## src/rtl/ovdma_pkg.sv

```systemverilog
`default_nettype none

package ovdma_pkg;

	localparam int unsigned SPRITE_TABLE_BYTES = 160;

	localparam logic [7:0]  SPRITE_BYTES      = 8'(SPRITE_TABLE_BYTES);
	localparam logic [6:0]  REMAINING_RESET   = 7'h7F;
	localparam logic [15:0] DEST_RESET        = 16'h8000;
	localparam logic [15:0] DEST_KEEP_MASK    = 16'h80FF;
	localparam logic [7:0]  LOW_BYTE_MASK     = 8'hF0;
	localparam logic [4:0]  DEST_HIGH_MASK    = 5'h1F;
	localparam logic [11:0] BLANK_COPY_BYTES  = 12'h010;
	localparam logic [7:0]  READ_IDLE         = 8'hFF;
	localparam logic [7:0]  STATUS_IDLE_BIT   = 8'h80;

	localparam logic [15:0] ADDR_SPRITE_START = 16'hFF46;
	localparam logic [15:0] ADDR_SRC_HIGH     = 16'hFF51;
	localparam logic [15:0] ADDR_SRC_LOW      = 16'hFF52;
	localparam logic [15:0] ADDR_DEST_HIGH    = 16'hFF53;
	localparam logic [15:0] ADDR_DEST_LOW     = 16'hFF54;
	localparam logic [15:0] ADDR_CONTROL      = 16'hFF55;

	localparam logic [1:0] OP_READ  = 2'd0;
	localparam logic [1:0] OP_WRITE = 2'd1;
	localparam logic [1:0] OP_TICK  = 2'd2;
	localparam logic [1:0] OP_BLANK = 2'd3;

	localparam logic [1:0] KIND_NONE   = 2'd0;
	localparam logic [1:0] KIND_SPRITE = 2'd1;
	localparam logic [1:0] KIND_BLOCK  = 2'd2;

	typedef struct packed {
		logic [7:0]  read_data;
		logic [1:0]  xfer_kind;
		logic [15:0] xfer_source;
		logic [15:0] xfer_dest;
		logic [11:0] xfer_length;
	} result_t;

endpackage

`default_nettype wire

```

## src/rtl/oam_and_vram_dma_controller.sv

```systemverilog
`default_nettype none

// Sprite-table and video-memory DMA register block. Each input word is a
// register read, a register write, a cycle tick or a horizontal-blank event,
// and gives exactly one result word: the read byte (0xFF when not a read or
// not decoded) and one transfer descriptor (kind, source, destination,
// length; all zero when nothing moves). An input word is taken every cycle
// unless input stalls, and its result is registered into a two-entry
// output queue; input stalls only while that queue is full.
module oam_and_vram_dma_controller (
	input  wire logic        clk,
	input  wire logic        arst_n,
	input  wire logic        in_valid,
	output      logic        in_stall,
	input  wire logic [1:0]  op,
	input  wire logic [15:0] reg_addr,
	input  wire logic [7:0]  write_data,
	input  wire logic [7:0]  tick_cycles,
	output      logic        out_valid,
	input  wire logic        out_stall,
	output      logic [7:0]  read_data,
	output      logic [1:0]  xfer_kind,
	output      logic [15:0] xfer_source,
	output      logic [15:0] xfer_dest,
	output      logic [11:0] xfer_length
);
	import ovdma_pkg::*;

	logic [7:0]  progress_q;
	logic [15:0] sprite_base_q;
	logic [15:0] block_src_q;
	logic [15:0] block_dest_q;
	logic        block_active_q;
	logic [6:0]  block_rem_q;

	logic [7:0]  progress_d;
	logic [15:0] sprite_base_d;
	logic [15:0] block_src_d;
	logic [15:0] block_dest_d;
	logic        block_active_d;
	logic [6:0]  block_rem_d;
	result_t     res;

	logic [7:0]  left;
	logic [7:0]  tick_n;
	logic [11:0] block_len;
	logic        block_go;

	result_t     queue_q [2];
	logic        wr_ptr_q;
	logic        rd_ptr_q;
	logic [1:0]  count_q;

	logic        in_acc;
	logic        out_acc;

	assign in_acc  = in_valid && !in_stall;
	assign out_acc = out_valid && !out_stall;

	always_comb begin
		progress_d     = progress_q;
		sprite_base_d  = sprite_base_q;
		block_src_d    = block_src_q;
		block_dest_d   = block_dest_q;
		block_active_d = block_active_q;
		block_rem_d    = block_rem_q;
		res            = '0;
		res.read_data  = READ_IDLE;
		block_go       = 1'b0;
		block_len      = BLANK_COPY_BYTES;
		left           = SPRITE_BYTES - progress_q;
		tick_n         = (tick_cycles < left) ? tick_cycles : left;

		case (op)
			OP_READ: begin
				case (reg_addr)
					ADDR_SPRITE_START: res.read_data = sprite_base_q[15:8];
					ADDR_SRC_HIGH:     res.read_data = block_src_q[15:8];
					ADDR_SRC_LOW:      res.read_data = block_src_q[7:0];
					ADDR_DEST_HIGH:    res.read_data = block_dest_q[15:8];
					ADDR_DEST_LOW:     res.read_data = block_dest_q[7:0];
					ADDR_CONTROL: begin
						res.read_data = (block_active_q ? 8'h00 : STATUS_IDLE_BIT)
							| {1'b0, block_rem_q};
					end
					default:           res.read_data = READ_IDLE;
				endcase
			end
			OP_WRITE: begin
				case (reg_addr)
					ADDR_SPRITE_START: begin
						progress_d    = 8'd0;
						sprite_base_d = {write_data, 8'h00};
					end
					ADDR_SRC_HIGH: block_src_d = {write_data, block_src_q[7:0]};
					ADDR_SRC_LOW:  block_src_d = {block_src_q[15:8], write_data & LOW_BYTE_MASK};
					ADDR_DEST_HIGH: begin
						block_dest_d = (block_dest_q & DEST_KEEP_MASK)
							| {3'b000, write_data[4:0] & DEST_HIGH_MASK, 8'h00};
					end
					ADDR_DEST_LOW: begin
						block_dest_d = {block_dest_q[15:8], write_data & LOW_BYTE_MASK};
					end
					ADDR_CONTROL: begin
						if (block_active_q) begin
							if (!write_data[7]) begin
								block_active_d = 1'b0;
							end
						end else if (!write_data[7]) begin
							block_go       = 1'b1;
							block_len      = {({1'b0, write_data[6:0]} + 8'd1), 4'h0};
							block_rem_d    = REMAINING_RESET;
							block_active_d = 1'b0;
						end else begin
							block_active_d = 1'b1;
							block_rem_d    = write_data[6:0];
						end
					end
					default: begin
					end
				endcase
			end
			OP_TICK: begin
				if (progress_q < SPRITE_BYTES && tick_cycles != 8'd0) begin
					res.xfer_kind   = KIND_SPRITE;
					res.xfer_source = sprite_base_q + {8'h00, progress_q};
					res.xfer_dest   = {8'h00, progress_q};
					res.xfer_length = {4'h0, tick_n};
					progress_d      = progress_q + tick_n;
				end
			end
			OP_BLANK: begin
				if (block_active_q) begin
					block_go = 1'b1;
					if (block_rem_q != 7'd0) begin
						block_rem_d = block_rem_q - 7'd1;
					end else begin
						block_rem_d    = REMAINING_RESET;
						block_active_d = 1'b0;
					end
				end
			end
			default: begin
			end
		endcase

		if (block_go) begin
			res.xfer_kind   = KIND_BLOCK;
			res.xfer_source = block_src_q;
			res.xfer_dest   = block_dest_q;
			res.xfer_length = block_len;
			block_src_d     = block_src_q + {4'h0, block_len};
			block_dest_d    = block_dest_q + {4'h0, block_len};
		end
	end

	always_ff @(posedge clk or negedge arst_n) begin
		if (!arst_n) begin
			progress_q     <= SPRITE_BYTES;
			sprite_base_q  <= '0;
			block_src_q    <= '0;
			block_dest_q   <= DEST_RESET;
			block_active_q <= 1'b0;
			block_rem_q    <= REMAINING_RESET;
		end else if (in_acc) begin
			progress_q     <= progress_d;
			sprite_base_q  <= sprite_base_d;
			block_src_q    <= block_src_d;
			block_dest_q   <= block_dest_d;
			block_active_q <= block_active_d;
			block_rem_q    <= block_rem_d;
		end
	end

	always_ff @(posedge clk) begin
		if (in_acc) begin
			queue_q[wr_ptr_q] <= res;
		end
	end

	always_ff @(posedge clk or negedge arst_n) begin
		if (!arst_n) begin
			wr_ptr_q <= 1'b0;
			rd_ptr_q <= 1'b0;
			count_q  <= 2'd0;
		end else begin
			if (in_acc) begin
				wr_ptr_q <= !wr_ptr_q;
			end
			if (out_acc) begin
				rd_ptr_q <= !rd_ptr_q;
			end
			case ({in_acc, out_acc})
				2'b10:   count_q <= count_q + 2'd1;
				2'b01:   count_q <= count_q - 2'd1;
				default: count_q <= count_q;
			endcase
		end
	end

	assign in_stall    = count_q[1];
	assign out_valid   = count_q != 2'd0;
	assign read_data   = queue_q[rd_ptr_q].read_data;
	assign xfer_kind   = queue_q[rd_ptr_q].xfer_kind;
	assign xfer_source = queue_q[rd_ptr_q].xfer_source;
	assign xfer_dest   = queue_q[rd_ptr_q].xfer_dest;
	assign xfer_length = queue_q[rd_ptr_q].xfer_length;

	a_count_range: assert property (@(posedge clk) disable iff (!arst_n)
		count_q != 2'd3)
		else $error("output queue overfilled");

	a_ptr_count: assert property (@(posedge clk) disable iff (!arst_n)
		(count_q == 2'd1) == (wr_ptr_q != rd_ptr_q))
		else $error("queue pointers disagree with count");

	a_progress_bound: assert property (@(posedge clk) disable iff (!arst_n)
		progress_q <= SPRITE_BYTES)
		else $error("sprite copy ran past table end");

	a_no_desc_empty: assert property (@(posedge clk) disable iff (!arst_n)
		out_valid && xfer_kind == KIND_NONE |->
		xfer_source == 16'h0000 && xfer_dest == 16'h0000 && xfer_length == 12'h000)
		else $error("empty descriptor carries data");

	a_blank_idle: assert property (@(posedge clk) disable iff (!arst_n)
		in_acc && op == OP_BLANK && !block_active_q |=> $stable(block_src_q))
		else $error("blank copy while idle");

endmodule

`default_nettype wire

```

## config.mk

```make
export PLATFORM = sky130hd
export DESIGN_NAME = oam_and_vram_dma_controller
export DESIGN_NICKNAME = d
export VERILOG_FILES = /design/src/rtl/ovdma_pkg.sv /design/src/rtl/oam_and_vram_dma_controller.sv
export SDC_FILE = /design/constraint.sdc
export NUM_CORES = 1
export LEC_CHECK = 0
export BUFFER_PORTS_ARGS = -buffer_cell sky130_fd_sc_hd__buf_2
export CORE_MARGIN = 2
export CORE_UTILIZATION = 30
export CTS_BUF_LIST = sky130_fd_sc_hd__clkbuf_8
export DETAILED_ROUTE_END_ITERATION = 10
export GPL_TIMING_DRIVEN = 0
export PLACE_DENSITY_LB_ADDON = 0.12
export SLEW_MARGIN = 5
export SYNTH_ARGS = -nofsm -noshare
export SYNTH_HDL_FRONTEND = slang
export SYNTH_SLANG_ARGS = --single-unit
```

## constraint.sdc

```tcl
create_clock -name clk -period 4.97 [get_ports clk]
set_clock_uncertainty 0.05 [all_clocks]
set_input_delay 1.491 -clock clk [delete_from_list [all_inputs] [get_ports clk]]
set_output_delay 1.491 -clock clk [all_outputs]
set_load 0.01 [all_outputs]
```

==> flow_summary.toml, run 1 <==
[status]
outcome = "completed"

[yosys]
synth_cell_type_count = 76
ys.flop_type = "edfxtp_1"
synth_fp_nets = 823
netlist_instances = 747
synth_seq_cells = 152
synth_area_mm2 = 0.00848
yosys_warnings = 0
synth_edf_count = 100
avgSynthCellArea_um2 = 11.3
async_flop_share_pct = 34.2
synth_seq_area_share_pct = 50.9

[timing]
fmax_mhz = 209
rsz0062_at_grt = "no"
fin_ws_ps = 180
setup_violations = 0
worstMarginPinSlew_ps = 1060
slew_headroom_pct = 28.9
slew_viol_final = 0
hold_viol = 0
finalSetupTns_ps = 0
period_share_pct = 96.4
layout_min_cycle_time_ps = 4790

[floorplan]
start_util_pct = 30.5
ios = 94
die_height_um = 172
die_x_um = 172
core_mm2 = 0.0278
dieArea_mm2 = 0.0296
num_rows = 61

[global_route]
track_usage_pct = 17.2
grt-ovfl-total = 0
grt_pass1_vias = 5999
grt_pass1_wl_um = 37400
grt_max_degree = 53
antenna_found_initial = 0

[cells_and_area]
syn2layout_area_growth_pct = 16.9
antenna_cells = 0
fin_nets = 933
multiInputGateArea_mm2 = 0.00395
drive_gt1_share_pct = 27.5
final_core_util_pct = 35.7
seqCellArea_mm2 = 0.00432
final_cell_area_mm2 = 0.00991
fill_cells = 2853

[drt]
first_iter_violations = 491
wl_um = 25000
dr.pass1.iters = 5
drc = 0
num_vias = 6351
ant_nets = 0
wl_per_cell_um = 20.0
detail_route.vias_per_cell = 5.09

[setup_path]
worstSetupEndpointType = "flop"
critPathLaunchType = "primary input"
crit_top_cell = "buf_2"
crit_required_ps = 5260
worst-path-buf-inv = 3
max_stage_delay_ps = 410
critical-path-top-delay-family = "simple AND/OR/NAND/NOR gates"
path_class = "primary input to flop"
critPathSlowestCell = "nor2_1"
critPathMaxFanout = 5
cp.arrival_ps = 5080
path_cells = "buf_2, nand4_1, or3_1, buf_2, nor4_4, buf_4, nand3_1, nor2_1, ha_1, a211oi_2, o21bai_1, a2111oi_2, nor3_1, nor3b_1, a211o_1"

[clocking]
cts_max_level = 4
cts_buffers = 17
root_buffer = "clkbuf_8"
numClockSinks = 152
clk_path_buf_depth = 2
tritoncts = "yes"
clock_latency_ps = 470
clk_pin_slew_ps = 80

[power]
p_per_area_mw_per_mm2 = 522
p_leak_nw = 3.82
vdd_drop_max_mv = 0.177

[run]
drv_cap = 0

[placement]
port_buffers = 89
gp_congestion = 0.820
hpwlAfterDp_um = 18300
dpl_cell_area_mm2 = 0.00943
preCtsSetupSlack_ps = -991

[min_path]
hp-class = "flop to flop"
cells in the mapped netlist (10+ instances only):
library cell	number	area (um2)
xnor2_1	13	114
edfxtp_1	100	3000
nand3_1	27	135
mux2i_1	11	110
and2_1	16	100
clkbuf_1	16	60.1
inv_1	24	90.1
ha_1	35	438
o22ai_1	12	75.1
nor3_1	18	90.1
dfrtp_1	42	1050
a21oi_1	35	175
mux2_2	57	642
o21ai_0	40	200
nand2_1	52	195
xor2_1	14	123
a22o_1	14	123
nor2_1	49	184
dfstp_2	10	263
cell type report:
cell class | instances | share of cell area, %
plain buffers | 36 | 1.83
flip-flops and latches | 152 | 43.5
clock buffers | 17 | 2.36
multi-input cells | 531 | 39.9
well taps | 378 | 4.77
clock inverters | 15 | 1.67
inverters | 27 | 1.07
repair buffers | 92 | 4.87
per-layer routing:
metal / vias to the layer above / share of wire, % / wire [um] / track usage (%)
met5: - / 0 / 0 / 0
met4: 0 / 0.81 / 202 / 3.91
met3: 15 / 4.6 / 1140 / 3.00
met2: 145 / 46 / 11400 / 25.9
met1: 3160 / 49 / 12200 / 25.7
li1: 3031 / - / - / -
worst paths after layout:
kind,slack [ps],end,start,depth (start not counted)
min,460,block_dest_q[15]$_DFFE_PN1P_,block_dest_q[15]$_DFFE_PN1P_,1
max in group asynchronous,3320,block_dest_q[5]$_DFFE_PN0P_,arst_n,1
max reg2reg,470,progress_q[6]$_DFFE_PN0P_,progress_q[7]$_DFFE_PN1P_,20
min reg2reg,460,block_dest_q[15]$_DFFE_PN1P_,block_dest_q[15]$_DFFE_PN1P_,1
max,180,block_dest_q[12]$_DFFE_PN0P_,reg_addr[13],15
min in group asynchronous,1030,sprite_base_q[9]$_DFFE_PN0P_,arst_n,1
where the power goes:
group	switching (W)	leakage [nW]	internal, W
Sequential	0.000263	1.56	0.00171
Clock	0.000539	0.202	0.000460
Combinational	0.00127	2.06	0.000939
Total	0.00207	3.82	0.00311
cell usage in the layout (no fill, tap or decap), types with 14 or more instances in the layout:
master,netlist,layout
ha_1,35,35
mux2_2,57,57
xor2_1,14,14
a22o_1,14,14
a21oi_1,35,34
clkbuf_8,0,17
o21ai_0,40,40
nor3_1,18,18
nand2_1,52,52
nand3_1,27,27
edfxtp_1,100,100
and2_1,16,15
dfrtp_1,42,42
nor2_1,49,45
buf_2,8,97
inv_1,24,25
metrics by stage:
stage	hold slack [ps]	power [W]	std cells
detailed placement	449	0.00422	1215
finish	463	0.00518	1248
global route	470	0.00559	1248
floorplan	410	0.00346	747
CTS	463	0.00523	1247
global placement	426	0.00422	1214
registers in the layout (all words and copies together) (netlist names):
name,count
wr_ptr_q,1
block_active_q,1
queue_q,100
block_rem_q,7
block_src_q,12
count_q,2
sprite_base_q,8
block_dest_q,12
rd_ptr_q,1
progress_q,8
cells by family after synthesis:
kind of cell | after synthesis | synth area share (%)
multiplexers | 70 | 9.23
buffers and inverters | 64 | 3.41
AO/OA/AOI/OAI | 182 | 14.8
flip-flops | 152 | 50.9
AND/OR/NAND/NOR | 214 | 13.0
XOR/XNOR | 27 | 2.79
adder cells (fa/ha/maj) | 38 | 5.87
repair_timing:
item                       CTS  global route
setup buffers                0             2
setup endpoints to repair    5            10
hold buffers                 0             0
pin swaps                    0             1
resized for setup            4            17
(Power assumes the default switching activity.)
==> run 2: changes to the inputs <==
REMOVE_ABC_BUFFERS = 1   (was default)
==> run 2 against run 1 <==
Register-to-register slack got worse by 30 ps. Die area unchanged. Global-route usage shrank 0.60 points. Cell count down 2.6%. Largest cell class unchanged.
==> flow_summary.toml, run 2 (synthesis results as in run 1) <==
[timing]
worstMarginPinSlew_ps = 1070
slew_viol_final = 0
period_share_pct = 96.0
rsz0062_at_grt = "no"
hold_viol = 0
slew_headroom_pct = 28.6
layout_min_cycle_time_ps = 4770
setup_violations = 0
fmax_mhz = 210

[drt]
dr.pass1.iters = 5
first_iter_violations = 360
ant_nets = 0
wl_met1_um = 11700
top_layer = "met4"
wl_met3_um = 1010
detail_route.vias_per_cell = 5.07
wl_met2_um = 10600
drc = 0
wl_um = 23700
num_vias = 6171
wl_per_cell_um = 19.5

[floorplan]
die_x_um = 172
ios = 94
dieArea_mm2 = 0.0296
core_mm2 = 0.0278
die_height_um = 172
start_util_pct = 30.5
num_rows = 61

[cells_and_area]
fin_nets = 901
instances_no_fill = 1216
top_register = "queue_q"
syn2layout_area_growth_pct = 14.4
final_cell_mix = "edfxtp_1 (100), buf_2 (92), mux2_2 (57), nand2_1 (52), nor2_1 (47)"
reg.largest.list = "queue_q (100), block_dest_q (12), block_src_q (12)"
largest_register_ffs = 100
layout_commonest_cell = "edfxtp_1"
antenna_cells = 0
drive_gt1_share_pct = 26.3

[setup_path]
cp.arrival_ps = 5070
critPathLaunchType = "primary input"
path_cells = "buf_2, nor4bb_4, nand2_1, nor4_4, and3_1, nand2_1, ha_1, fa_1, a211oi_2, o21bai_1, a2111oi_1, nor3_1, nor3b_1, a211o_1"
crit_required_ps = 5270
max_stage_delay_ps = 450
worstSetupEndpointType = "flop"
critPathSlowestCell = "fa_1"
critPathMaxFanout = 4
path_class = "primary input to flop"
crit_top_cell = "nand2_1"

[clocking]
tritoncts = "yes"
clk_pin_slew_ps = 100
clock_latency_ps = 470
cts_max_level = 4
numClockSinks = 152
cts_buffers = 17
clk_path_buf_depth = 2
root_buffer = "clkbuf_8"
cts_hold_buf = 0

[global_route]
grt_max_degree = 53
grt_pass1_wl_um = 36500
grt_pass1_vias = 6141
grt-ovfl-total = 0
antenna_found_initial = 0
track_usage_pct = 16.6

[power]
p_leak_nw = 3.72
p_per_area_mw_per_mm2 = 512
vdd_drop_max_mv = 0.278
power_w = 0.00496

[placement]
hpwlAfterDp_um = 16500
dp_cells = 1182
port_buffers = 93
gp_congestion = 0.837

[status]
outcome = "completed"

[min_path]
hp-class = "flop to flop"

[run]
drv_cap = 0
==> run 2: cell types whose count changed in the layout (fill, tap and decap cells not counted), sizes merged <==
cell / change
inv: -2
buf: -18
clkbuf: -14
clkinv: +1
clkinvlp: +2
bufinv: -1
==> run 2: final cells by class <==
type / count / area, um2
Fill cell: 2863 / 18100
Sequential cell: 152 / 4320
Inverter: 27 / 106
Tap cell: 378 / 473
Multi-Input combinational cell: 531 / 3940
Clock buffer: 17 / 234
Clock inverter: 15 / 119
Timing Repair Buffer: 96 / 503
==> run 2: metrics by stage <==
step / TNS (ps) / area (um2) / setup slack [ps] / hold slack (ps) / util, %
after global routing: 0 / 9690 / 9.42 / 490 / 34.9
after CTS: 0 / 9660 / 18.3 / 466 / 34.8
after floorplan: 0 / 8290 / 17.3 / 410 / -
after detailed placement: -14890 / 9270 / -1250 / 453 / 33.4
final: 0 / 9690 / 198 / 462 / 34.9
after global placement: -116410 / 9230 / -2000 / 425 / 33.2
==> run 2: power by group <==
| group | internal, W | switching (W) | leakage (nW) |
|---|---|---|---|
| combinational | 0.000899 | 0.00112 | 1.98 |
| sequential | 0.00171 | 0.000346 | 1.56 |
| clock | 0.000389 | 0.000495 | 0.185 |
| total | 0.00300 | 0.00197 | 3.72 |
==> run 2: path summary, 6_finish.rpt <==
kind / from / end / slack (ps) / depth (start not counted)
max: reg_addr[5] / block_dest_q[12]$_DFFE_PN0P_ / 200 / 14
min: count_q[1]$_DFFE_PN0P_ / count_q[1]$_DFFE_PN0P_ / 460 / 1
max reg2reg: progress_q[7]$_DFFE_PN1P_ / progress_q[7]$_DFFE_PN1P_ / 440 / 18
min reg2reg: count_q[1]$_DFFE_PN0P_ / count_q[1]$_DFFE_PN0P_ / 460 / 1
max in group asynchronous: arst_n / rd_ptr_q$_DFFE_PN0P_ / 3310 / 1
min in group asynchronous: arst_n / rd_ptr_q$_DFFE_PN0P_ / 1030 / 1
==> run 2: timing repair <==
item	4_1_cts	5_1_grt
buffers inserted	1	1
setup endpoints to repair	16	7
hold endpoints to repair	0	0
pin swaps	1	1
resized for setup	5	6
gates cloned	0	0
==> run 2: worst max-delay path, delay by kind of cell <==
kind | cells | cell delay (ps)
simple gates | 7 | 1650
compound gates | 4 | 1070
buf+inv | 1 | 120
fa+ha+maj | 2 | 740
==> run 2: layer usage <==
metal	track usage, %	vias up
met4	4.53	0
met5	0	-
met1	23.9	3054
met3	3.11	19
li1	-	2961
met2	25.7	137
==> run 3: changes to the inputs <==
--- a/config.mk
+++ b/config.mk
@@ -6,4 +6,5 @@
 export NUM_CORES = 1
 export LEC_CHECK = 0
+export ABC_AREA = 1
 export BUFFER_PORTS_ARGS = -buffer_cell sky130_fd_sc_hd__buf_2
 export CORE_MARGIN = 2
==> constraint.sdc (replaced) <==
create_clock -name clk -period 4.97 [get_ports clk]
set_clock_uncertainty 0.05 [all_clocks]
set_input_delay 0.497 -clock clk [delete_from_list [all_inputs] [get_ports clk]]
set_output_delay 0.497 -clock clk [all_outputs]
set_load 0.01 [all_outputs]
==> run 3 against run 2 <==
Critical path type is now flop to flop. Largest cell class unchanged. Sequential power shrank 4%. Combinational power grew 19%. Non-clock buffer count rose by 2. Area after synthesis grew 5.8%. Maximum frequency rose by 14%. Setup slack better by 600 ps. Clock-buffer cell count grew 1. Global-route usage grew 0.96 points. Clock power is 24% higher. Die area up 5.6%. Synthesized cell count up 47%.
==> flow_summary.toml, run 3 <==
[status]
outcome = "completed"

[yosys]
synth-simple-area-share_pct = 28.1
synthMuxAreaShare_pct = 0
synth_top_area_cell = "edfxtp_1"
synth_fa_ha_area_share_pct = 5.55
synth_top_family_by_area = "simple AND/OR/NAND/NOR gates"
netlist_instances = 1100
yosysMostFrequentCell = "nand2_1"
avgSynthCellArea_um2 = 8.15
synth_seq_cells = 152
synth_cell_type_count = 46
synth_area_mm2 = 0.00897
synth_compound_area_share_pct = 8.46
synth_seq_area_share_pct = 48.1
yosys_warnings = 0
synth_edf_count = 100
async_flop_share_pct = 34.2
synth_top_area_share_pct = 33.5
synth_xor_area_share_pct = 3.52
synth_common_cells = "nand2_1 (399), edfxtp_1 (100), inv_1 (95), nor2_1 (84), nand3_1 (61)"
synth_area_leaders = "edfxtp_1 (33%), nand2_1 (17%), dfrtp_1 (12%)"
ys.flop_type = "edfxtp_1"

[setup_path]
cp-startpoint = "progress_q[0]$_DFFE_PN0P_"
crit_required_ps = 5250
crit_top_cell = "nand2_1"
path_cells = "inv_1, ha_1, nand3_1, nand2_1, xor2_1, ha_1, nand2_1, o21a_1, nand2_1, o21ai_0, ha_1, inv_1, fa_1, o21bai_1, nand2_1, nand2_1, nand2_1, nand2_1, a21oi_1, or2_2, nand3_1, o21ai_0"
cp.arrival_ps = 4450
critPathLaunchType = "flop"
critPathMaxFanout = 7
path_class = "flop to flop"
worstSetupEndpointType = "flop"
max_stage_delay_ps = 420
r2r_cells = 22
regToRegSetupSlack_ps = 790
reg2reg_from = "progress_q[0]$_DFFE_PN0P_"
critPathSlowestCell = "dfrtp_1"

[timing]
rsz0062_at_grt = "no"
slew_viol_final = 0
layout_min_cycle_time_ps = 4180
slew_headroom_pct = 30.9
period_share_pct = 84.0
worstMarginPinSlew_ps = 1030
fmax_mhz = 239
setup_violations = 0
hold_viol = 0

[placement]
dp_cells = 1557
dpl_cell_area_mm2 = 0.00990
port_buffers = 93
gp_congestion = 0.888
hpwlAfterDp_um = 19700

[global_route]
grt-ovfl-total = 0
grt_pass1_vias = 7228
grt_max_degree = 53
antenna_found_initial = 0
track_usage_pct = 17.6
grt_pass1_wl_um = 41600

[clocking]
cts_buffers = 17
clk_path_buf_depth = 2
cts_hold_buf = 0
clock_latency_ps = 460
root_buffer = "clkbuf_8"
cts_setup_buffers = 0
cts_resized = 0
tritoncts = "yes"
clk_pin_slew_ps = 100
numClockSinks = 152
cts_max_level = 4

[floorplan]
dieArea_mm2 = 0.0313
die_height_um = 177
core_mm2 = 0.0296
die_x_um = 177
ios = 94
start_util_pct = 30.3
num_rows = 63

[cells_and_area]
fin_nets = 1262
layout_commonest_cell = "nand2_1"
final_cell_area_mm2 = 0.0103
instances_no_fill = 1589
final_core_util_pct = 35.0
drive_gt1_share_pct = 14.8
final_cell_mix = "nand2_1 (399), edfxtp_1 (100), inv_1 (97), buf_2 (92), nor2_1 (82)"
antenna_cells = 0
reg.largest.list = "queue_q (100), block_dest_q (12), block_src_q (12)"
syn2layout_area_growth_pct = 15.4
largest_register_ffs = 100
top_register = "queue_q"

[drt]
wl_met1_um = 12600
ant_nets = 0
first_iter_violations = 528
wl_um = 26200
wl_per_cell_um = 16.5
dr.pass1.iters = 5
detail_route.vias_per_cell = 4.65
top_layer = "met4"
wl_met2_um = 12400
wl_met3_um = 874
num_vias = 7389
drc = 0

[power]
vdd_drop_max_mv = 0.196
p_leak_nw = 4.78
p_per_area_mw_per_mm2 = 529

[run]
drv_cap = 0

[min_path]
hp-class = "primary input to async pin"
-- run 3: area by class of cell --
type,instances,area (um2)
clock buffers,18,248
multi-input cells,811,4110
inverters,106,399
clock inverters,14,204
fillers,3173,19200
well taps,390,488
flip-flops and latches,152,4320
repair buffers,98,583
-- run 3: path summary, 6_finish.rpt --
kind | end
worst max-delay path | progress_q[6]$_DFFE_PN0P_
worst min-delay path | count_q[0]$_DFFE_PN0P_
worst max register to register | progress_q[6]$_DFFE_PN0P_
worst min register to register | sprite_base_q[9]$_DFFE_PN0P_
max in group asynchronous | block_dest_q[10]$_DFFE_PN0P_
min in group clk | rd_ptr_q$_DFFE_PN0P_
-- run 3: critical path, delay by kind of cell (launching register included) --
family / cells / cell delay, ps
flops: 1 / 420
fa+ha+maj: 4 / 1160
simple gates: 10 / 1090
buf+inv: 2 / 250
xor+xnor: 1 / 220
compound gates: 5 / 840
-- run 3: kinds of logic after synthesis --
kind of cell | count (synthesis)
AND/OR/NAND/NOR | 597
flip-flops | 152
AO/OA/AOI/OAI | 140
buffers and inverters | 137
adder cells (fa/ha/maj) | 38
XOR/XNOR | 36
-- run 3: metrics by stage --
stage,total power (W),setup slack (ps),hold WS [ps],setup TNS [ps]
2_1_floorplan,0.00354,1480,151,0
3_3_place_gp,0.00439,-559,426,-53710
3_5_place_dp,0.00444,800,429,0
4_1_cts,0.00556,745,84.6,0
5_1_grt,0.00599,344,79.7,0
6_report,0.00548,794,43.9,0
-- run 3: power breakdown --
group / internal, W / switching (W)
Clock: 0.000606 / 0.000491
Sequential: 0.00173 / 0.000249
Combinational: 0.000853 / 0.00155
Total: 0.00319 / 0.00229
-- run 3: routing by layer --
metal  up-vias  global-route usage (%)
met5         -                       0
met4         0                    4.30
met3        14                    2.23
met2       123                    29.5
met1      3477                    24.1
li1       3775                       -
